$ cat src/sv/cart_pendulum_euler_step_assert.svh
// ----------------------------------------------------------------------------
// cart_pendulum_euler_step_assert
// Assertion macros shared by the cart-pendulum RTL.
// ----------------------------------------------------------------------------
`ifndef CART_PENDULUM_EULER_STEP_ASSERT_SVH
`define CART_PENDULUM_EULER_STEP_ASSERT_SVH

// same-cycle implication
`define CPE_ASSERT_IMP(lbl, ante, cons, msg) \
    lbl: assert property (@(posedge clk) disable iff (!rst_n) (ante) |-> (cons)) \
        else $error(msg);

// next-cycle implication
`define CPE_ASSERT_NXT(lbl, ante, cons, msg) \
    lbl: assert property (@(posedge clk) disable iff (!rst_n) (ante) |=> (cons)) \
        else $error(msg);

`endif

$ cat src/sv/cpe_pkg.sv
// ----------------------------------------------------------------------------
// cpe_pkg
// Types, register indexes, constants and the step program of the
// cart-pendulum plant emulator.
// ----------------------------------------------------------------------------
`default_nettype none

package cpe_pkg;

    localparam logic [2:0] CFG_BASE_MASS   = 3'd0;
    localparam logic [2:0] CFG_BOB_MASS    = 3'd1;
    localparam logic [2:0] CFG_ROD_LENGTH  = 3'd2;
    localparam logic [2:0] CFG_FRICTION    = 3'd3;
    localparam logic [2:0] CFG_GRAVITY     = 3'd4;
    localparam logic [2:0] CFG_TIME_STEP   = 3'd5;
    localparam logic [2:0] CFG_START_ANGLE = 3'd6;

    localparam logic [63:0] PI_Q30 = 64'd3373259426;
    localparam logic [63:0] K_Q30  = 64'd652032874;

    localparam logic [5:0] ADV_START = 6'd0;
    localparam logic [5:0] RST_START = 6'd33;

    typedef enum logic [2:0] {
        OP_ADD,
        OP_SUB,
        OP_MUL,
        OP_DIV,
        OP_END
    } alu_op_t;

    typedef enum logic [4:0] {
        SL_ZERO, SL_MB, SL_MP, SL_LEN, SL_MU, SL_G, SL_DT, SL_F, SL_ST,
        SL_POS, SL_VEL, SL_ANG, SL_RATE, SL_AACC, SL_ACC, SL_S, SL_C,
        SL_NET, SL_MT, SL_MPL, SL_W2, SL_T1, SL_T2, SL_INNER, SL_NUM, SL_DEN
    } slot_t;

    typedef struct packed {
        alu_op_t op;
        slot_t   dst;
        slot_t   a;
        slot_t   b;
    } uop_t;

    typedef struct packed {
        logic    start;
        alu_op_t op;
    } alu_req_t;

    typedef struct packed {
        logic busy;
        logic done;
        logic clip;
    } alu_rsp_t;

    function automatic logic [31:0] atan_q30(input logic [4:0] i);
        logic [31:0] v;
        case (i)
            5'd0:    v = 32'd843314856;
            5'd1:    v = 32'd497837829;
            5'd2:    v = 32'd263043836;
            5'd3:    v = 32'd133525158;
            5'd4:    v = 32'd67021686;
            5'd5:    v = 32'd33543515;
            5'd6:    v = 32'd16775850;
            5'd7:    v = 32'd8388437;
            5'd8:    v = 32'd4194282;
            5'd9:    v = 32'd2097149;
            5'd10:   v = 32'd1048575;
            5'd11:   v = 32'd524287;
            5'd12:   v = 32'd262143;
            5'd13:   v = 32'd131071;
            5'd14:   v = 32'd65535;
            5'd15:   v = 32'd32767;
            5'd16:   v = 32'd16383;
            5'd17:   v = 32'd8191;
            5'd18:   v = 32'd4095;
            5'd19:   v = 32'd2047;
            5'd20:   v = 32'd1023;
            5'd21:   v = 32'd511;
            5'd22:   v = 32'd255;
            5'd23:   v = 32'd127;
            5'd24:   v = 32'd63;
            5'd25:   v = 32'd31;
            5'd26:   v = 32'd15;
            5'd27:   v = 32'd7;
            5'd28:   v = 32'd3;
            5'd29:   v = 32'd1;
            default: v = 32'd0;
        endcase
        return v;
    endfunction

    function automatic uop_t prog(input logic [5:0] pc);
        uop_t u;
        u = '{OP_END, SL_ZERO, SL_ZERO, SL_ZERO};
        case (pc)
            6'd0:  u = '{OP_MUL, SL_T1,    SL_MU,    SL_VEL};
            6'd1:  u = '{OP_SUB, SL_NET,   SL_F,     SL_T1};
            6'd2:  u = '{OP_ADD, SL_MT,    SL_MB,    SL_MP};
            6'd3:  u = '{OP_MUL, SL_MPL,   SL_MP,    SL_LEN};
            6'd4:  u = '{OP_MUL, SL_W2,    SL_RATE,  SL_RATE};
            6'd5:  u = '{OP_MUL, SL_T1,    SL_S,     SL_W2};
            6'd6:  u = '{OP_MUL, SL_T2,    SL_C,     SL_AACC};
            6'd7:  u = '{OP_SUB, SL_INNER, SL_T1,    SL_T2};
            6'd8:  u = '{OP_MUL, SL_T1,    SL_MPL,   SL_INNER};
            6'd9:  u = '{OP_ADD, SL_T1,    SL_NET,   SL_T1};
            6'd10: u = '{OP_DIV, SL_ACC,   SL_T1,    SL_MT};
            6'd11: u = '{OP_MUL, SL_T1,    SL_ACC,   SL_DT};
            6'd12: u = '{OP_ADD, SL_VEL,   SL_VEL,   SL_T1};
            6'd13: u = '{OP_MUL, SL_T1,    SL_VEL,   SL_DT};
            6'd14: u = '{OP_ADD, SL_POS,   SL_POS,   SL_T1};
            6'd15: u = '{OP_MUL, SL_T1,    SL_MT,    SL_G};
            6'd16: u = '{OP_MUL, SL_T1,    SL_T1,    SL_S};
            6'd17: u = '{OP_MUL, SL_T2,    SL_MPL,   SL_W2};
            6'd18: u = '{OP_MUL, SL_T2,    SL_T2,    SL_C};
            6'd19: u = '{OP_MUL, SL_T2,    SL_T2,    SL_S};
            6'd20: u = '{OP_SUB, SL_NUM,   SL_T1,    SL_T2};
            6'd21: u = '{OP_MUL, SL_T1,    SL_NET,   SL_C};
            6'd22: u = '{OP_SUB, SL_NUM,   SL_NUM,   SL_T1};
            6'd23: u = '{OP_MUL, SL_T1,    SL_C,     SL_C};
            6'd24: u = '{OP_MUL, SL_T1,    SL_MPL,   SL_T1};
            6'd25: u = '{OP_MUL, SL_T2,    SL_MT,    SL_LEN};
            6'd26: u = '{OP_SUB, SL_DEN,   SL_T2,    SL_T1};
            6'd27: u = '{OP_DIV, SL_AACC,  SL_NUM,   SL_DEN};
            6'd28: u = '{OP_MUL, SL_T1,    SL_AACC,  SL_DT};
            6'd29: u = '{OP_ADD, SL_RATE,  SL_RATE,  SL_T1};
            6'd30: u = '{OP_MUL, SL_T1,    SL_RATE,  SL_DT};
            6'd31: u = '{OP_ADD, SL_ANG,   SL_ANG,   SL_T1};
            6'd33: u = '{OP_ADD, SL_ANG,   SL_ST,    SL_ZERO};
            6'd34: u = '{OP_ADD, SL_POS,   SL_ZERO,  SL_ZERO};
            6'd35: u = '{OP_ADD, SL_VEL,   SL_ZERO,  SL_ZERO};
            6'd36: u = '{OP_ADD, SL_RATE,  SL_ZERO,  SL_ZERO};
            6'd37: u = '{OP_ADD, SL_AACC,  SL_ZERO,  SL_ZERO};
            6'd38: u = '{OP_ADD, SL_ACC,   SL_ZERO,  SL_ZERO};
            default: u = '{OP_END, SL_ZERO, SL_ZERO, SL_ZERO};
        endcase
        return u;
    endfunction

endpackage

`default_nettype wire

$ cat src/sv/cpe_cordic.sv
// ----------------------------------------------------------------------------
// cpe_cordic
// Iterative sine and cosine: range reduction by shifted subtraction of two pi,
// quadrant fold, then one rotation-mode step per cycle.
// ----------------------------------------------------------------------------
`default_nettype none

module cpe_cordic
    import cpe_pkg::*;
#(
    parameter int W = 32,
    parameter int F = 16,
    parameter int N = 16
)
(
    input  wire logic         clk,
    input  wire logic         rst_n,
    input  wire logic         start,
    input  wire logic [W-1:0] angle,
    output logic              done,
    output logic [W-1:0]      sin_out,
    output logic [W-1:0]      cos_out
);

    localparam int RW = ((W > F + 4) ? W : F + 4) + 2;
    localparam int EW = RW + W;
    localparam int KW = $clog2(W);
    localparam int IW = $clog2(N);
    localparam logic [63:0] PI_F = PI_Q30 >> (30 - F);
    localparam logic signed [RW-1:0] PI_S   = RW'(PI_F);
    localparam logic signed [RW-1:0] TWO_S  = RW'(PI_F * 2);
    localparam logic signed [RW-1:0] HALF_S = RW'(PI_F >> 1);
    localparam logic signed [RW-1:0] K_S    = RW'(K_Q30 >> (30 - F));

    typedef enum logic [4:0] {
        C_IDLE = 5'b00001,
        C_RED  = 5'b00010,
        C_WRAP = 5'b00100,
        C_FOLD = 5'b01000,
        C_ROT  = 5'b10000
    } cor_state_t;

    cor_state_t          st_reg;
    logic                done_reg;
    logic [RW-1:0]       m_reg;
    logic                sgn_reg;
    logic [KW-1:0]       k_reg;
    logic signed [RW-1:0] r_reg;
    logic signed [RW-1:0] x_reg;
    logic signed [RW-1:0] y_reg;
    logic [IW-1:0]       i_reg;
    logic                flip_reg;

    logic [W-1:0]        amag;
    logic [EW-1:0]       sub_k;
    logic signed [RW-1:0] rs;
    logic signed [RW-1:0] rw;
    logic signed [RW-1:0] xs;
    logic signed [RW-1:0] ys;
    logic signed [RW-1:0] t;

    always_comb
    begin
        amag  = angle[W-1] ? W'(-angle) : angle;
        sub_k = EW'(TWO_S) << k_reg;
        rs    = sgn_reg ? -$signed(m_reg) : $signed(m_reg);
        rw    = rs;
        if (rs > PI_S)
        begin
            rw = rs - TWO_S;
        end
        else if (rs < -PI_S)
        begin
            rw = rs + TWO_S;
        end
        xs = x_reg >>> i_reg;
        ys = y_reg >>> i_reg;
        t  = $signed(RW'(atan_q30(5'(i_reg)) >> (30 - F)));
    end

    always_ff @(posedge clk or negedge rst_n)
    begin
        if (!rst_n)
        begin
            st_reg   <= C_IDLE;
            done_reg <= 1'b0;
            m_reg    <= '0;
            sgn_reg  <= 1'b0;
            k_reg    <= '0;
            r_reg    <= '0;
            x_reg    <= '0;
            y_reg    <= '0;
            i_reg    <= '0;
            flip_reg <= 1'b0;
        end
        else
        begin
            done_reg <= 1'b0;
            case (st_reg)
                C_IDLE:
                begin
                    if (start)
                    begin
                        m_reg   <= RW'(amag);
                        sgn_reg <= angle[W-1];
                        k_reg   <= KW'(W - 1);
                        st_reg  <= C_RED;
                    end
                end
                C_RED:
                begin
                    if (EW'(m_reg) >= sub_k)
                    begin
                        m_reg <= RW'(EW'(m_reg) - sub_k);
                    end
                    if (k_reg == '0)
                    begin
                        st_reg <= C_WRAP;
                    end
                    else
                    begin
                        k_reg <= k_reg - 1'b1;
                    end
                end
                C_WRAP:
                begin
                    r_reg  <= rw;
                    st_reg <= C_FOLD;
                end
                C_FOLD:
                begin
                    flip_reg <= 1'b0;
                    if (r_reg > HALF_S)
                    begin
                        r_reg    <= r_reg - PI_S;
                        flip_reg <= 1'b1;
                    end
                    else if (r_reg < -HALF_S)
                    begin
                        r_reg    <= r_reg + PI_S;
                        flip_reg <= 1'b1;
                    end
                    x_reg  <= K_S;
                    y_reg  <= '0;
                    i_reg  <= '0;
                    st_reg <= C_ROT;
                end
                C_ROT:
                begin
                    if (r_reg >= 0)
                    begin
                        x_reg <= x_reg - ys;
                        y_reg <= y_reg + xs;
                        r_reg <= r_reg - t;
                    end
                    else
                    begin
                        x_reg <= x_reg + ys;
                        y_reg <= y_reg - xs;
                        r_reg <= r_reg + t;
                    end
                    if (i_reg == IW'(N - 1))
                    begin
                        done_reg <= 1'b1;
                        st_reg   <= C_IDLE;
                    end
                    else
                    begin
                        i_reg <= i_reg + 1'b1;
                    end
                end
                default:
                begin
                    st_reg <= C_IDLE;
                end
            endcase
        end
    end

    assign done    = done_reg;
    assign sin_out = flip_reg ? W'(-y_reg) : W'(y_reg);
    assign cos_out = flip_reg ? W'(-x_reg) : W'(x_reg);

endmodule

`default_nettype wire

$ cat config.mk
export PLATFORM = sky130hd
export DESIGN_NAME = cpe_cordic
export DESIGN_NICKNAME = d
export VERILOG_FILES = /design/src/sv/cart_pendulum_euler_step_assert.svh /design/src/sv/cpe_pkg.sv /design/src/sv/cpe_cordic.sv
export SDC_FILE = /design/constraint.sdc
export NUM_CORES = 1
export LEC_CHECK = 0
export BUFFER_PORTS_ARGS = -buffer_cell sky130_fd_sc_hd__buf_2
export CAP_MARGIN = 20
export CORE_MARGIN = 2
export CORE_UTILIZATION = 50
export CTS_CLUSTER_DIAMETER = 150
export DETAILED_ROUTE_END_ITERATION = 8
export PLACE_DENSITY_LB_ADDON = 0.2
export SYNTH_ARGS = -nofsm -noshare
export SYNTH_HDL_FRONTEND = slang
export SYNTH_SLANG_ARGS = --single-unit
export TNS_END_PERCENT = 100
$ cat constraint.sdc
create_clock -name clk -period 8.4 [get_ports clk]
set_input_delay 1.68 -clock clk [delete_from_list [all_inputs] [get_ports clk]]
set_output_delay 1.68 -clock clk [all_outputs]
set_load 0.03 [all_outputs]
* Word level (Yosys, flattened, before mapping) *
Memory sizes are Yosys's and may differ from the RTL's.
Cells that the tools add are included.

word-level totals
  register bits = 153
  memory bits (read-only) = 480
  input port bits = 35
  output and inout port bits = 65
  memories kept = 1

memory list
  name              depth  bits a word  read ports  clocked after Yosys merged registers in  write ports  RTL line       source
  (name not given)  16     30           1           0                                        0            cpe_pkg.sv:58  case (i)

cells by class
  add/sub/neg operators = 17
  $lt $le $gt $ge = 6
  equality and inequality tests = 13
  shift-type cells = 3
  multiplexer cells = 30
  reduce and logical (&&, ||, !) cells = 10

operator list
  cell                                                                 count
  2-to-1 mux 34 bit                                                    10
  case mux 34 bit (2 select lines)                                     3
  case mux 34 bit (3 select lines)                                     1
  subtractor 34 bit                                                    3
  2-to-1 mux 32 bit                                                    3
  negator 32 bit                                                       3
  adder 34 bit                                                         2
  >>> shifter 34 x 4 -> 34 bit                                         2
  greater-or-equal comparator 34 x 66 -> 1 bit                         1
  left shift 19 x 5 -> 66 bit (first input constant)                   1
  adder 34 x 19 -> 34 bit                                              1
  adder 34 x 19 -> 34 bit (second input constant)                      1
  adder 34 x 20 -> 34 bit (second input constant)                      1
  greater-or-equal comparator 34 x 1 -> 1 bit (second input constant)  1
  greater-than comparator 34 x 18 -> 1 bit (second input constant)     1
  greater-than comparator 34 x 19 -> 1 bit (second input constant)     1
  less-than comparator 34 x 18 -> 1 bit (second input constant)        1
  less-than comparator 34 x 19 -> 1 bit (second input constant)        1
  negator 34 bit                                                       1
  subtractor 34 x 19 -> 34 bit                                         1
  subtractor 34 x 19 -> 34 bit (second input constant)                 1
  subtractor 34 x 20 -> 34 bit (second input constant)                 1
  2-to-1 mux 5 bit                                                     5
  case mux 5 bit (5 select lines)                                      1
  other kinds (19)                                                     32

* Logic depth before layout (Yosys ltp) *
  depth in word-level cells = 6
  depth in mapped cells = 30

* Worst setup path after synthesis *
No wires, ideal clock.

  kind = reg2reg
  start point = reg i_reg[2]
  end point = reg r_reg[31]
  setup time = 0.134 ns
  arrival time = 6.604 ns
  required time = 8.266 ns
  setup slack = 1.662 ns
  cell stages (with the launch flop) = 27
  period minus slack after synthesis = 6.738 ns
  path through = dfrtp_1 buf_2 buf_2 buf_2 buf_1 clkbuf_1 clkbuf_1 clkbuf_1 mux2i_1 nor2_1 ha_1 nand3_1 o31ai_1 xnor2_1 a21boi_0 ha_1 a21o_1 a221o_1 a31o_2 a21oi_1 o21ai_0 a2111oi_0 o41ai_1 a221o_1 xor2_1 a22oi_1 o21ai_0

between the ends
  word-level cells in the longest chain between the ends = 4

ends and longest elaborated chain
  element                                                                  RTL line                              source
  start: declaration                                                       cpe_cordic.sv:51                      logic [IW-1:0] i_reg;
  start signal: assignment                                                 cpe_cordic.sv:169                     i_reg <= i_reg + 1'b1;
  memory read (16 x 30 bit) *                                              -
  adder 34 x 19 -> 34 bit or subtractor 34 x 19 -> 34 bit (tied branches)  cpe_cordic.sv:160, cpe_cordic.sv:154
  2-to-1 mux 34 bit *                                                      cpe_cordic.sv:150                     if (r_reg >= 0)
  case mux 34 bit (3 select lines) *                                       cpe_cordic.sv:99                      case (st_reg)
  end signal: assignment                                                   cpe_cordic.sv:127                     r_reg <= rw;
  end signal: assignment                                                   cpe_cordic.sv:154                     r_reg <= r_reg - t;
  end signal: assignment                                                   cpe_cordic.sv:160                     r_reg <= r_reg + t;
  end: declaration                                                         cpe_cordic.sv:48                      logic signed [RW-1:0] r_reg;

Every way passes the cells marked *; elsewhere a longest branch is shown, timed or not.
A chain may end at the register's enable or synchronous reset.

* Worst setup path in the final report *
  start point = reg i_reg[1]
  end point = reg x_reg[27]

between the ends
  word-level cells in the longest chain between the ends = 4

ends and longest elaborated chain
  element                                            RTL line                              source
  >>> shifter 34 x 4 -> 34 bit *                     cpe_cordic.sv:77                      ys = y_reg >>> i_reg;
  adder 34 bit or subtractor 34 bit (tied branches)  cpe_cordic.sv:158, cpe_cordic.sv:152
  2-to-1 mux 34 bit *                                cpe_cordic.sv:150
  case mux 34 bit (2 select lines) *                 cpe_cordic.sv:99
  end signal: assignment                             cpe_cordic.sv:152                     x_reg <= x_reg - ys;
  end signal: assignment                             cpe_cordic.sv:158                     x_reg <= x_reg + ys;
  end: declaration                                   cpe_cordic.sv:49                      logic signed [RW-1:0] x_reg;

Marks and branches as above.

==> summary.md <==
| Metric | Value |
|---|---|
| Pint | `5170 uW` |
| Synth top area share | `16.0%` |
| Initial antenna violation count | `0` |
| Max Freq | `152 MHz` |
| WS Path Type | `reg -> reg` |
| Mapped Area | `23,800 sq um` |
| Status | `completed` |
| CTS tree | `done` |
| Final HPWL DP | `60.2 mm` |
| Largest net degree at the start of global routing | `81` |
| Register area share after synthesis | `16.1%` |
| CP Capture Type | `register` |
| Initial DRC Count | `2,015` |
| Clock root buffer | `clkbuf_16` |
| Switching share of total power | `57.1%` |
| Period Utilization, post-route | `78.5%` |
| Number of fill cells | `4,536` |
| Reg power frac | `15.0%` |
| Max-slew violations | `0` |
| Hold WC Path Type | `reg -> reg` |
| Remaining antenna violation count | `0` |
| Power density cells | `482 nW/um^2` |
| LEAKAGE | `0.0102 uW` |
| CP Launch Type | `register` |
| # IOs | `100` |
| Clock power share | `6.7%` |
| Leading area contributor after synthesis | `dfrtp_1` |
| GP Congestion | `0.986` |
| Ys async rst share | `100%` |
| Synth Flop Type | `dfrtp_1` |
| Die area | `49,300 sq um` |
| Area grow syn2layout | `5.12%` |
| GR Util All Layers | `32.0%` |
| Reg-to-reg setup timing slack | `1810 ps` |
| TNS Setup | `0 ps` |
| Vias in the first global route | `23.0k` |
| RSZ-0062 raised after global routing | `false` |
| Clock transition at path regs | `70 ps` |
| WHS | `541 ps` |
| Initial core utilization | `50.9%` |
| Die height | `222 um` |
| Core Region | `46,800 sq um` |
| H-tree Lvls | `4` |
| Ant. Diodes | `0` |
| Combinational power share | `78.3%` |
| Post-CTS Setup Bufs | `0` |
| Site Rows | `79` |
| Worst Path Required | `8830 ps` |
| Sequential Area | `3840 sq um` |
| First-pass GRT wire length | `126 mm` |
| Layout cells sized above 1 | `10.3%` |
| Port Buffers | `99` |
| Post-route design area | `25,000 sq um` |
| Final setup violation count | `0` |
| Maxcap violations | `0` |
| Initial DRT Pass Iterations | `6` |
| Fin Clk Skew | `13.9 ps` |
| Synth Warn # | `0` |
| Sw power | `6890 uW` |
| Total wire length | `80.0 mm` |
| Final count of hold timing violations | `0` |
| Highest ir drop seen on vdd | `0.324 mV` |
| Placed Instance Area | `24,400 sq um` |
| CP Data Arrival Time | `7030 ps` |
| # clock sinks | `153` |
| Total grt overflow | `0` |
| Worst-Margin Slew | `1060 ps` |
| CTS buffer count | `17` |
| Most common cell in the netlist | `nand2_1` |
| Yosys reg bits | `153` |
| Hold-fix buffers, CTS | `0` |
| Synth area leaders | `dfrtp_1 (16%), ha_1 (8.3%), xnor2_1 (7.6%)` |
| Vias | `24.3k` |
| Footprint of the multi-input gates | `18,800 sq um` |
| Top cells by count, synth | `nand2_1 (375), o21ai_0 (321), nor2_1 (223), a21oi_1 (216), xnor2_1 (206)` |
| Max FO, Critical Path | `56` |
| Fin crit period | `6590 ps` |
| Finished Layout Cells | `3,698` |
| Mean Syn Cell Area | `7.57 sq um` |
| Die X-Extent | `222 um` |
| Total of cells resized after clock tree synthesis | `0` |
| Slew HR | `29.3%` |
| Fin nets | `3,273` |
| Clk_lat worst skew | `500 ps` |
| Synth Instances | `3,141` |
| End-of-flow core utilization | `53.5%` |
| Worst-case clock buffer depth | `2` |
| WL/cell | `21.6 um` |
| Number of enable flip-flop cells after synthesis | `0` |
| Placed insts | `3,665` |
| Vias per inst | `6.57` |
| Synth unique cells | `95` |
| DRC errors left | `0` |
| Syn nets | `3,336` |
==> final timing paths <==
| path | depth (start not counted) | endpoint | from |
|---|---|---|---|
| setup / recovery | 21 | x_reg[27] | i_reg[1] |
| hold / removal | 1 | k_reg[0] | k_reg[0] |
| setup reg to reg | 21 | x_reg[27] | i_reg[1] |
| hold reg to reg | 1 | k_reg[0] | k_reg[0] |
| max in group asynchronous | 2 | i_reg[1] | rst_n |
| min in group asynchronous | 1 | x_reg[6] | rst_n |
==> per-layer routing <==
layer / vias to the layer above / track usage [%] / share of wire, %
met1: 11600 / 38.3 / 40
met3: 217 / 4.59 / 5.8
met5: - / 0 / 0
met4: 0 / 15.6 / 4.9
met2: 966 / 56.1 / 49
li1: 11500 / - / -
==> cell families after synthesis <==
logic type | share of synthesized area (%)
and+or+nand+nor | 20.5
AOI/OAI and AO/OA | 27.0
xor gates and xnor gates | 12.7
buffers and inverters | 5.11
muxes | 10.0
adders and majority gates | 8.56
DFF | 16.1
other | 0.0158
==> metrics by stage <==
step | power, uW | setup WS (ps)
floorplan | 8850 | 1660
global placement | 10900 | 1920
detailed placement | 11100 | 1840
CTS | 11900 | 1800
global route | 13100 | 1350
finish | 12100 | 1810
==> cells in the final DEF, fill, tap and decap left out, types with 33 or more instances in the layout <==
cell type  instances
mux2i_1           71
o21ai_0          320
or3_1             33
nor4_1            33
a211oi_1          36
ha_1             157
mux4_2            53
a21oi_1          216
a21o_1            45
nand2b_1          52
dfrtp_1          146
inv_1             81
mux2_2            39
o31ai_1           58
nor3_1            67
nand2_1          375
nand3_1           66
nor2_1           222
xor2_1           138
xnor2_1          206
buf_2             98
==> power groups by stage <==
stage | clock network (uW) | logic [uW] | registers [uW]
after floorplan | 0 | 7610 | 1230
after global placement | 0 | 9140 | 1780
after detailed placement | 0 | 9290 | 1800
after CTS | 825 | 9340 | 1780
after global routing | 850 | 10400 | 1840
final | 810 | 9440 | 1810
==> layout make-up <==
type / count / share of cell area [%]
sequential: 153 / 15.4
timing repair buffer: 127 / 2.93
multi-input combinational: 2692 / 75.0
inverter: 87 / 1.31
clock buffer: 19 / 1.77
tap: 607 / 3.04
clock inverter: 13 / 0.531
==> critical path, cell delays in order, from the launching register on <==
cell and delay, ps:
dfrtp_4 930, buf_4 500, mux4_2 570, mux2_2 310
mux2i_1 240, o211ai_1 190, nand4b_1 250, nor3_1 320
inv_1 90, o21ai_0 210, xor2_1 170, ha_1 290
a21oi_1 170, o21ai_0 150, a2111o_1 400, o221a_2 250
a21o_1 200, a31oi_1 250, o21bai_1 110, or3_1 350
a2111o_1 430, nand3_1 80
Power figures use the tool's default switching activity.
