--- config.mk ---
export PLATFORM = sky130hd
export DESIGN_NAME = cpe_alu
export DESIGN_NICKNAME = d
export VERILOG_FILES = /design/src/sv/cart_pendulum_euler_step_assert.svh /design/src/sv/cpe_pkg.sv /design/src/sv/cpe_alu.sv
export SDC_FILE = /design/constraint.sdc
export NUM_CORES = 1
export LEC_CHECK = 0
export BUFFER_PORTS_ARGS = -buffer_cell sky130_fd_sc_hd__buf_2
export CAP_MARGIN = 20
export CORE_MARGIN = 5
export CORE_UTILIZATION = 46
export DETAILED_ROUTE_END_ITERATION = 12
export HOLD_SLACK_MARGIN = 0.08
export PLACE_DENSITY = 0.67
export SLEW_MARGIN = 20
export SYNTH_ARGS = -nofsm -noshare
export SYNTH_HDL_FRONTEND = slang
export SYNTH_SLANG_ARGS = --single-unit
--- constraint.sdc ---
create_clock -name clk -period 4.2 [get_ports clk]
set_input_delay 0.21 -clock clk [delete_from_list [all_inputs] [get_ports clk]]
set_output_delay 0.21 -clock clk [all_outputs]
set_load 0.02 [all_outputs]
--- src/sv/cart_pendulum_euler_step_assert.svh ---
// ----------------------------------------------------------------------------
// cart_pendulum_euler_step_assert
// Assertion macros shared by the cart-pendulum RTL.
// ----------------------------------------------------------------------------
`ifndef CART_PENDULUM_EULER_STEP_ASSERT_SVH
`define CART_PENDULUM_EULER_STEP_ASSERT_SVH

// same-cycle implication
`define CPE_ASSERT_IMP(lbl, ante, cons, msg) \
    lbl: assert property (@(posedge clk) disable iff (!rst_n) (ante) |-> (cons)) \
        else $error(msg);

// next-cycle implication
`define CPE_ASSERT_NXT(lbl, ante, cons, msg) \
    lbl: assert property (@(posedge clk) disable iff (!rst_n) (ante) |=> (cons)) \
        else $error(msg);

`endif

--- src/sv/cpe_pkg.sv ---
// ----------------------------------------------------------------------------
// cpe_pkg
// Types, register indexes, constants and the step program of the
// cart-pendulum plant emulator.
// ----------------------------------------------------------------------------
`default_nettype none

package cpe_pkg;

    localparam logic [2:0] CFG_BASE_MASS   = 3'd0;
    localparam logic [2:0] CFG_BOB_MASS    = 3'd1;
    localparam logic [2:0] CFG_ROD_LENGTH  = 3'd2;
    localparam logic [2:0] CFG_FRICTION    = 3'd3;
    localparam logic [2:0] CFG_GRAVITY     = 3'd4;
    localparam logic [2:0] CFG_TIME_STEP   = 3'd5;
    localparam logic [2:0] CFG_START_ANGLE = 3'd6;

    localparam logic [63:0] PI_Q30 = 64'd3373259426;
    localparam logic [63:0] K_Q30  = 64'd652032874;

    localparam logic [5:0] ADV_START = 6'd0;
    localparam logic [5:0] RST_START = 6'd33;

    typedef enum logic [2:0] {
        OP_ADD,
        OP_SUB,
        OP_MUL,
        OP_DIV,
        OP_END
    } alu_op_t;

    typedef enum logic [4:0] {
        SL_ZERO, SL_MB, SL_MP, SL_LEN, SL_MU, SL_G, SL_DT, SL_F, SL_ST,
        SL_POS, SL_VEL, SL_ANG, SL_RATE, SL_AACC, SL_ACC, SL_S, SL_C,
        SL_NET, SL_MT, SL_MPL, SL_W2, SL_T1, SL_T2, SL_INNER, SL_NUM, SL_DEN
    } slot_t;

    typedef struct packed {
        alu_op_t op;
        slot_t   dst;
        slot_t   a;
        slot_t   b;
    } uop_t;

    typedef struct packed {
        logic    start;
        alu_op_t op;
    } alu_req_t;

    typedef struct packed {
        logic busy;
        logic done;
        logic clip;
    } alu_rsp_t;

    function automatic logic [31:0] atan_q30(input logic [4:0] i);
        logic [31:0] v;
        case (i)
            5'd0:    v = 32'd843314856;
            5'd1:    v = 32'd497837829;
            5'd2:    v = 32'd263043836;
            5'd3:    v = 32'd133525158;
            5'd4:    v = 32'd67021686;
            5'd5:    v = 32'd33543515;
            5'd6:    v = 32'd16775850;
            5'd7:    v = 32'd8388437;
            5'd8:    v = 32'd4194282;
            5'd9:    v = 32'd2097149;
            5'd10:   v = 32'd1048575;
            5'd11:   v = 32'd524287;
            5'd12:   v = 32'd262143;
            5'd13:   v = 32'd131071;
            5'd14:   v = 32'd65535;
            5'd15:   v = 32'd32767;
            5'd16:   v = 32'd16383;
            5'd17:   v = 32'd8191;
            5'd18:   v = 32'd4095;
            5'd19:   v = 32'd2047;
            5'd20:   v = 32'd1023;
            5'd21:   v = 32'd511;
            5'd22:   v = 32'd255;
            5'd23:   v = 32'd127;
            5'd24:   v = 32'd63;
            5'd25:   v = 32'd31;
            5'd26:   v = 32'd15;
            5'd27:   v = 32'd7;
            5'd28:   v = 32'd3;
            5'd29:   v = 32'd1;
            default: v = 32'd0;
        endcase
        return v;
    endfunction

    function automatic uop_t prog(input logic [5:0] pc);
        uop_t u;
        u = '{OP_END, SL_ZERO, SL_ZERO, SL_ZERO};
        case (pc)
            6'd0:  u = '{OP_MUL, SL_T1,    SL_MU,    SL_VEL};
            6'd1:  u = '{OP_SUB, SL_NET,   SL_F,     SL_T1};
            6'd2:  u = '{OP_ADD, SL_MT,    SL_MB,    SL_MP};
            6'd3:  u = '{OP_MUL, SL_MPL,   SL_MP,    SL_LEN};
            6'd4:  u = '{OP_MUL, SL_W2,    SL_RATE,  SL_RATE};
            6'd5:  u = '{OP_MUL, SL_T1,    SL_S,     SL_W2};
            6'd6:  u = '{OP_MUL, SL_T2,    SL_C,     SL_AACC};
            6'd7:  u = '{OP_SUB, SL_INNER, SL_T1,    SL_T2};
            6'd8:  u = '{OP_MUL, SL_T1,    SL_MPL,   SL_INNER};
            6'd9:  u = '{OP_ADD, SL_T1,    SL_NET,   SL_T1};
            6'd10: u = '{OP_DIV, SL_ACC,   SL_T1,    SL_MT};
            6'd11: u = '{OP_MUL, SL_T1,    SL_ACC,   SL_DT};
            6'd12: u = '{OP_ADD, SL_VEL,   SL_VEL,   SL_T1};
            6'd13: u = '{OP_MUL, SL_T1,    SL_VEL,   SL_DT};
            6'd14: u = '{OP_ADD, SL_POS,   SL_POS,   SL_T1};
            6'd15: u = '{OP_MUL, SL_T1,    SL_MT,    SL_G};
            6'd16: u = '{OP_MUL, SL_T1,    SL_T1,    SL_S};
            6'd17: u = '{OP_MUL, SL_T2,    SL_MPL,   SL_W2};
            6'd18: u = '{OP_MUL, SL_T2,    SL_T2,    SL_C};
            6'd19: u = '{OP_MUL, SL_T2,    SL_T2,    SL_S};
            6'd20: u = '{OP_SUB, SL_NUM,   SL_T1,    SL_T2};
            6'd21: u = '{OP_MUL, SL_T1,    SL_NET,   SL_C};
            6'd22: u = '{OP_SUB, SL_NUM,   SL_NUM,   SL_T1};
            6'd23: u = '{OP_MUL, SL_T1,    SL_C,     SL_C};
            6'd24: u = '{OP_MUL, SL_T1,    SL_MPL,   SL_T1};
            6'd25: u = '{OP_MUL, SL_T2,    SL_MT,    SL_LEN};
            6'd26: u = '{OP_SUB, SL_DEN,   SL_T2,    SL_T1};
            6'd27: u = '{OP_DIV, SL_AACC,  SL_NUM,   SL_DEN};
            6'd28: u = '{OP_MUL, SL_T1,    SL_AACC,  SL_DT};
            6'd29: u = '{OP_ADD, SL_RATE,  SL_RATE,  SL_T1};
            6'd30: u = '{OP_MUL, SL_T1,    SL_RATE,  SL_DT};
            6'd31: u = '{OP_ADD, SL_ANG,   SL_ANG,   SL_T1};
            6'd33: u = '{OP_ADD, SL_ANG,   SL_ST,    SL_ZERO};
            6'd34: u = '{OP_ADD, SL_POS,   SL_ZERO,  SL_ZERO};
            6'd35: u = '{OP_ADD, SL_VEL,   SL_ZERO,  SL_ZERO};
            6'd36: u = '{OP_ADD, SL_RATE,  SL_ZERO,  SL_ZERO};
            6'd37: u = '{OP_ADD, SL_AACC,  SL_ZERO,  SL_ZERO};
            6'd38: u = '{OP_ADD, SL_ACC,   SL_ZERO,  SL_ZERO};
            default: u = '{OP_END, SL_ZERO, SL_ZERO, SL_ZERO};
        endcase
        return u;
    endfunction

endpackage

`default_nettype wire

--- src/sv/cpe_alu.sv ---
// ----------------------------------------------------------------------------
// cpe_alu
// Shared saturating fixed-point unit: add, subtract, bit-serial multiply and
// restoring divide.
// ----------------------------------------------------------------------------
`default_nettype none

module cpe_alu
    import cpe_pkg::*;
#(
    parameter int W = 32,
    parameter int F = 16
)
(
    input  wire logic         clk,
    input  wire logic         rst_n,
    input  wire alu_req_t     req,
    input  wire logic [W-1:0] a,
    input  wire logic [W-1:0] b,
    output alu_rsp_t          rsp,
    output logic [W-1:0]      res
);

    localparam int QW = W + F;
    localparam int PW = (2 * W > QW) ? 2 * W : QW;
    localparam int CW = $clog2(QW + 1);
    localparam logic [W-1:0]  MAXW = {1'b0, {(W-1){1'b1}}};
    localparam logic [W-1:0]  MINW = {1'b1, {(W-1){1'b0}}};
    localparam logic [PW-1:0] LIMP = PW'(MAXW);
    localparam logic [PW-1:0] LIMN = PW'(MINW);

    logic            busy_reg;
    logic            done_reg;
    logic            clip_reg;
    logic            neg_reg;
    alu_op_t         op_reg;
    logic [CW-1:0]   cnt_reg;
    logic [PW-1:0]   acc_reg;
    logic [PW-1:0]   mc_reg;
    logic [QW-1:0]   ml_reg;
    logic [W-1:0]    rem_reg;
    logic [W-1:0]    d_reg;
    logic [W-1:0]    res_reg;

    logic [W-1:0]    ma;
    logic [W-1:0]    mb;
    logic [W-1:0]    nb;
    logic            nb_clip;
    logic signed [W:0] sum;
    logic [W-1:0]    as_res;
    logic            as_clip;
    logic [W:0]      r2;
    logic            qbit;
    logic [PW-1:0]   mag;
    logic [W-1:0]    sat_res;
    logic            sat_clip;

    always_comb
    begin
        ma = a[W-1] ? W'(-a) : a;
        mb = b[W-1] ? W'(-b) : b;
        nb_clip = 1'b0;
        nb = b;
        if (req.op == OP_SUB)
        begin
            nb_clip = (b == MINW);
            nb = nb_clip ? MAXW : W'(-b);
        end
        sum = $signed({a[W-1], a}) + $signed({nb[W-1], nb});
        as_clip = nb_clip;
        as_res = sum[W-1:0];
        if (sum[W] != sum[W-1])
        begin
            as_clip = 1'b1;
            as_res = sum[W] ? MINW : MAXW;
        end
        r2 = {rem_reg, ml_reg[QW-1]};
        qbit = (r2 >= {1'b0, d_reg});
        mag = (op_reg == OP_MUL) ? (acc_reg >> F) : acc_reg;
        sat_clip = 1'b0;
        if (neg_reg)
        begin
            if (mag > LIMN)
            begin
                sat_clip = 1'b1;
                sat_res = MINW;
            end
            else
            begin
                sat_res = W'(-mag[W-1:0]);
            end
        end
        else
        begin
            if (mag > LIMP)
            begin
                sat_clip = 1'b1;
                sat_res = MAXW;
            end
            else
            begin
                sat_res = mag[W-1:0];
            end
        end
    end

    always_ff @(posedge clk or negedge rst_n)
    begin
        if (!rst_n)
        begin
            busy_reg <= 1'b0;
            done_reg <= 1'b0;
            clip_reg <= 1'b0;
            neg_reg  <= 1'b0;
            op_reg   <= OP_ADD;
            cnt_reg  <= '0;
            acc_reg  <= '0;
            mc_reg   <= '0;
            ml_reg   <= '0;
            rem_reg  <= '0;
            d_reg    <= '0;
            res_reg  <= '0;
        end
        else
        begin
            done_reg <= 1'b0;
            if (req.start)
            begin
                op_reg  <= req.op;
                neg_reg <= a[W-1] ^ b[W-1];
                case (req.op)
                    OP_ADD, OP_SUB:
                    begin
                        res_reg  <= as_res;
                        clip_reg <= as_clip;
                        done_reg <= 1'b1;
                    end
                    OP_MUL:
                    begin
                        acc_reg  <= '0;
                        mc_reg   <= PW'(ma);
                        ml_reg   <= QW'(mb);
                        cnt_reg  <= CW'(W);
                        busy_reg <= 1'b1;
                    end
                    OP_DIV:
                    begin
                        if (mb == '0)
                        begin
                            res_reg  <= (a == '0) ? '0 : (a[W-1] ? MINW : MAXW);
                            clip_reg <= 1'b1;
                            done_reg <= 1'b1;
                        end
                        else
                        begin
                            acc_reg  <= '0;
                            ml_reg   <= {ma, {F{1'b0}}};
                            rem_reg  <= '0;
                            d_reg    <= mb;
                            cnt_reg  <= CW'(QW);
                            busy_reg <= 1'b1;
                        end
                    end
                    default:
                    begin
                        res_reg  <= '0;
                        clip_reg <= 1'b0;
                        done_reg <= 1'b1;
                    end
                endcase
            end
            else if (busy_reg)
            begin
                if (cnt_reg != '0)
                begin
                    cnt_reg <= cnt_reg - 1'b1;
                    if (op_reg == OP_MUL)
                    begin
                        if (ml_reg[0])
                        begin
                            acc_reg <= acc_reg + mc_reg;
                        end
                        mc_reg <= mc_reg << 1;
                        ml_reg <= ml_reg >> 1;
                    end
                    else
                    begin
                        rem_reg <= qbit ? W'(r2 - {1'b0, d_reg}) : r2[W-1:0];
                        acc_reg <= {acc_reg[PW-2:0], qbit};
                        ml_reg  <= ml_reg << 1;
                    end
                end
                else
                begin
                    res_reg  <= sat_res;
                    clip_reg <= sat_clip;
                    done_reg <= 1'b1;
                    busy_reg <= 1'b0;
                end
            end
        end
    end

    assign rsp.busy = busy_reg;
    assign rsp.done = done_reg;
    assign rsp.clip = clip_reg;
    assign res      = res_reg;

endmodule

`default_nettype wire

## Yosys cells after proc, flatten, opt, wreduce, memory -nomap -nowiden

Cells that the tools add are included.

| word-level totals | value |
|---|---|
| logic and storage cells | 122 |
| register bits after elaboration | 285 |

| operators by class | value |
|---|---|
| eq/ne operators | 16 |
| bitwise gates (word level) | 2 |
| reduce and logical (&&, ||, !) cells | 15 |
| mux-type cells | 67 |
| $add $sub $neg | 7 |
| $lt $le $gt $ge | 3 |

Operator list:

| cell | number |
|---|---|
| 64-bit two-way mux | 12 |
| 32-bit two-way mux | 22 |
| 48-bit two-way mux | 5 |
| 64-bit one-hot mux with 2 select lines | 1 |
| 32-bit negation | 3 |
| 32-bit one-hot mux with 3 select lines | 1 |
| 48-bit one-hot mux with 2 select lines | 1 |
| 64-bit adder | 1 |
| 64-bit by 31-bit > comparator with 1-bit output (second input constant) | 1 |
| 64-bit by 32-bit > comparator with 1-bit output (second input constant) | 1 |
| 32-bit zero test | 2 |
| 32-bit by 32-bit adder with 33-bit output | 1 |
| 33-bit by 32-bit greater-or-equal comparator with 1-bit output | 1 |
| 32-bit equality test (second input constant) | 1 |
| 32-bit subtractor | 1 |
| 6-bit two-way mux | 4 |
| 1-bit two-way mux | 17 |
| 6-bit one-hot mux with 2 select lines | 1 |
| 4-bit AND reduction | 3 |
| 5-bit AND reduction | 2 |
| 3-bit by 2-bit equality test with 1-bit output (second input constant) | 3 |
| 3-bit != test (second input constant) | 3 |
| 2-bit != test (second input constant) | 4 |
| 2-bit nonzero test | 3 |
| 14 further kinds | 16 |

## Logic depth before layout (Yosys ltp)

| logic depth | value |
|---|---|
| depth after elaboration | 8 |
| depth in mapped cells | 23 |

## Worst setup path after synthesis

Ideal clock, no wire load.

| timing path | value |
|---|---|
| path kind | in2reg |
| from | in b[11] |
| to | reg res_reg[1] (netlist: res[1]) |
| library setup time | 0.129 ns |
| stages | 20 |
| required time | 4.071 ns |
| data arrival time | 5.254 ns |
| setup slack | -1.183 ns |
| buffers on the path | 4 |
| cells stage by stage | buf_2 > or4_4 > buf_6 > or4_4 > buf_6 > nor2_1 > and3_1 > nor2_1 > clkbuf_1 > a21oi_1 > ha_1 > a21o_1 > a31o_2 > a41o_1 > a211oi_1 > o31ai_1 > o31ai_1 > a21oi_1 > a221oi_1 > a21oi_1 |

| on the way | value |
|---|---|
| cells in the longest elaborated chain, start to end | 8 |

RTL lines:

| what | RTL line | source |
|---|---|---|
| start: declaration | cpe_alu.sv:19 | `input wire logic [W-1:0] b,` |
| 32-bit negation or 32-bit equality test (tied branches) | cpe_alu.sv:61, cpe_alu.sv:67, cpe_alu.sv:66 |  |
| 32-bit two-way mux | cpe_alu.sv:67 | `nb = nb_clip ? MAXW : W'(-b);` |
| 32-bit two-way mux | cpe_alu.sv:64 | `if (req.op == OP_SUB)` |
| 32-bit by 32-bit adder with 33-bit output | cpe_alu.sv:69 | `sum = $signed({a[W-1], a}) + $signed({nb[W-1], nb});` |
| 32-bit two-way mux or 1-bit != test (tied branches) | cpe_alu.sv:75, cpe_alu.sv:72 |  |
| 32-bit two-way mux | cpe_alu.sv:72 | `if (sum[W] != sum[W-1])` |
| 32-bit one-hot mux with 3 select lines | cpe_alu.sv:131 | `case (req.op)` |
| 32-bit two-way mux | cpe_alu.sv:127 | `if (req.start)` |
| end signal: assignment | cpe_alu.sv:134 | `res_reg <= as_res;` |
| end signal: assignment | cpe_alu.sv:150 | `res_reg <= (a == '0) ? '0 : (a[W-1] ? MINW : MAXW);` |
| end signal: assignment | cpe_alu.sv:195 | `res_reg <= sat_res;` |
| end: declaration | cpe_alu.sv:43 | `logic [W-1:0] res_reg;` |

Parallel ways exist; a longest one is shown, timed or not.
A chain may end at the register's enable or synchronous reset.

## Worst setup path after layout

| timing path | value |
|---|---|
| from | in b[16] |
| to | reg res_reg[29] (netlist: res[29]) |

The elaborated chain is that of the path after synthesis.

==> summary.txt <==
Run status
  • Status: finished, final reports clean

Clocking
  • Clock tree buffer depth: 3
  • Total CTS buffers: 36
  • Root buffer cell: clkbuf_16
  • # clock sinks: 285
  • Clk slew on worst S/H paths: 0.06 ns
  • CTS tree: built
  • Worst skew pair latency: 0.56 ns
  • H-Tree Depth: 2

Synth
  • Syn_nets: 3461
  • Top FF cell, synth: dfrtp_1
  • Async S/R FF share, synth: 1.00
  • Xor/xnor share of the synthesized area: 0.0563
  • Synth top area share: 0.283
  • Number of synthesized flops with an enable pin: 0
  • Mux cell area share after synthesis: 0.0332
  • Register area share after synthesis: 0.283
  • Simple-gate share of the synthesized area: 0.218
  • Synth cell count leaders: 472 x nand2_1, 297 x o21ai_0, 285 x dfrtp_1
  • Register bit total from synthesis: 285
  • Mapped Cells: 3252
  • Most frequent cell after synthesis: nand2_1
  • Dominant cells by area after synthesis: dfrtp_1 28%, nand2_1 7.0%, ha_1 6.7%
  • Area leader, netlist: dfrtp_1
  • Syn. warnings: 0
  • Mapped Area: 25200 µm²
  • Adder-cell area share of the yosys netlist: 0.0699
  • Largest family of logic cells by synthesized area: compound AO/OA/AOI/OAI gates
  • Mean area per synthesized cell: 7.75 µm²
  • Library cells used by synthesis: 87
  • Compound-Gate Fraction of Synth Area: 0.288

Final layout
  • Ratio of cells with drive above 1 in the final layout: 0.181
  • Multi-input logic area: 17300 µm²
  • Fillers: 5096
  • Reg area: 7130 µm²
  • Area growth from synthesis to layout: 19.9%
  • Nets: 3729
  • Post-Layout Cell Count: 4244

Worst setup path
  • Worst Setup EP: res[29]
  • Setup crit start: b[16]
  • Cells along the critical path: buf_2 > or3_1 > or4_4 > nor2_4 > and3_4 > buf_6 > nor2_1 > o21ai_2 > ha_1 > a211oi_2 > o211ai_1 > buf_4 > a221o_1 > a21oi_2 > buf_4 > o211ai_1 > o21ai_1 > xor2_1 > a211oi_1 > mux2_2
  • CP Launch Type: input pin
  • CP Depth: 20
  • R2r endpoint: res[13]
  • Reg-to-Reg Start: op_reg[0]
  • CP peak stage delay: 0.57 ns
  • Bufs and invs on worst path: 4
  • Flop-to-flop setup slack: 0.24 ns
  • Cell with the largest stage delay on the worst path: or4_4
  • Critical path arrival: 4.54 ns
  • CP Max Fanout: 6
  • Worst setup EP type: flip-flop
  • CP required: 4.62 ns
  • Critical path's top delay family: compound AO/OA/AOI/OAI gates
  • Reg2reg path depth: 13
  • Worst Path Class, Setup: in2reg

Worst hold path
  • Hold Crit Class: in2reg

STA
  • Final worst slack: 0.0754 ns
  • Setup TNS Final: 0 ns
  • Final min period: 4.12 ns
  • Max-slew headroom: 0.373
  • Max Freq: 242 MHz
  • Measured slew at the worst slew-check pin: 0.917 ns
  • Final period utilization: 0.982
  • Final Hold Fails: 0
  • Final Skew: 0.0396 ns
  • Max Slew Vio Count: 0
  • Setup violations, final: 0

Global route
  • Largest net degree at the start of global routing: 105
  • Initial antenna violation count: 3
  • Via count of the first global-routing pass: 25500
  • Tot GR Track Use: 0.307
  • First-pass GRT wire length: 147 mm
  • Grt ovf: 0

Pwr
  • Sw Pwr: 0.00823 W
  • Maximum vdd drop: 369 µV
  • Total power: 0.0176 W
  • Sw frac: 0.467
  • PD cells: 583 nW/µm²
  • Int Power: 0.00939 W
  • Leak: 13.7 nW
  • Clock share of power: 0.182
  • Logic pwr share: 0.561
  • Sequential share of power: 0.257

Die
  • Row count: 85
  • DIE WIDTH: 244 µm
  • IO Count: 105
  • Initial Util: 0.467
  • Die Y: 244 µm
  • Die area: 59600 µm²
  • Core Footprint: 54000 µm²

Drt
  • Wire per inst: 22.6 µm
  • Vias per cell: 6.29
  • Final WL: 96.0 mm
  • Vias: 26700
  • Residual DRC: 0
  • Post-route ant nets: 0
  • DRT iter0 DRCs: 2988
  • DR pass1 iterations: 6

Place
  • IO Port Bufs: 104
  • Pre-CTS WS: -0.821 ns
  • # placed instances: 4165
  • Post-DP HPWL: 73.9 mm
  • Placer Congestion: 0.982

Job
  • Maxcap violations: 0
[worst min path at each step]
| stage | start | to | slack (ns) | cells after the start |
|---|---|---|---|---|
| 3_5_place_dp | rst_n | ml_reg[12] | 0.33 | 1 |
| 6_report | b[0] | d_reg[0] | 0.12 | 4 |
| 4_1_cts | b[0] | d_reg[0] | 0.11 | 4 |
| 5_1_grt | b[0] | d_reg[0] | 0.17 | 4 |
| 2_1_floorplan | rst_n | acc_reg[0] | -0.09 | 0 |
| 3_3_place_gp | rst_n | ml_reg[11] | 0.32 | 1 |
[final cells by class]
| cell class | instances | share of cell area |
|---|---|---|
| clock inverter | 16 | 0.00629 |
| inverter | 87 | 0.0108 |
| timing repair buffer | 453 | 0.113 |
| sequential | 285 | 0.236 |
| antenna | 1 | 0.0000828 |
| clock buffer | 49 | 0.0334 |
| tap | 696 | 0.0288 |
| multi-input combinational | 2657 | 0.572 |
[worst register-to-register path, stage by stage, from the launching register on]
cell and delay [ns]:
dfrtp_1 0.45, or3b_4 0.45, and2_1 0.19, a21oi_1 0.26, ha_1 0.31, nand4_1 0.22
a211o_1 0.42, o41ai_2 0.43, nand2_2 0.23, nor3_1 0.18, buf_4 0.23, and3b_1 0.18
a21oi_1 0.09, a31oi_1 0.22
[kinds of logic after synthesis]
| group | after synthesis |
|---|---|
| mux | 81 |
| xor+xnor | 162 |
| buf+inv | 311 |
| fa+ha+maj | 139 |
| flops | 285 |
| simple gates | 1152 |
| compound gates | 1122 |
[power groups by stage]
| stage | clock network [W] | logic (W) | registers [W] |
|---|---|---|---|
| 3_3_place_gp | 0 | 0.00937 | 0.00451 |
| 2_1_floorplan | 0 | 0.00654 | 0.00434 |
| 5_1_grt | 0.00335 | 0.0107 | 0.00462 |
| 4_1_cts | 0.00325 | 0.00962 | 0.00450 |
| 6_report | 0.00320 | 0.00990 | 0.00452 |
| 3_5_place_dp | 0 | 0.00955 | 0.00454 |
[metal layers]
layer | up-vias | routed length [µm] | share of wire | track usage
li1 | 12500 | - | - | -
met1 | 12800 | 40800 | 0.43 | 0.426
met2 | 1147 | 44300 | 0.46 | 0.502
met3 | 188 | 7670 | 0.080 | 0.0388
met4 | 2 | 3160 | 0.033 | 0.0986
met5 | - | 14 | 0.00015 | 0
[cell usage in the layout (no fill, tap or decap), types with 52 or more instances in the layout]
master	n
inv_1	83
nor2_1	209
a31oi_1	52
buf_2	101
nand4_1	79
ha_1	129
xor2_1	81
o21ai_0	276
buf_4	320
a21oi_1	253
nand3_1	82
xnor2_1	80
dfrtp_1	285
mux2i_1	60
a21o_1	70
nor3_1	72
nand2_1	466
[timing repair]
action,in CTS,in global routing
pin swaps,0,25
gates resized for setup,4,69
hold buffers,4,0
setup buffers,0,6
setup endpoints to repair,7,32
gates cloned,0,3
endpoints found under the hold margin,104,0
[stage by stage]
step                       util  area, µm²  hold slack (ns)
after floorplan               -      25500          -0.0856
after global placement    0.529      28600            0.319
after detailed placement  0.529      28600            0.325
after CTS                 0.552      29800            0.111
after global routing      0.559      30200            0.167
final                     0.560      30200            0.121
Note: power is estimated with default switching activity, not from simulation.
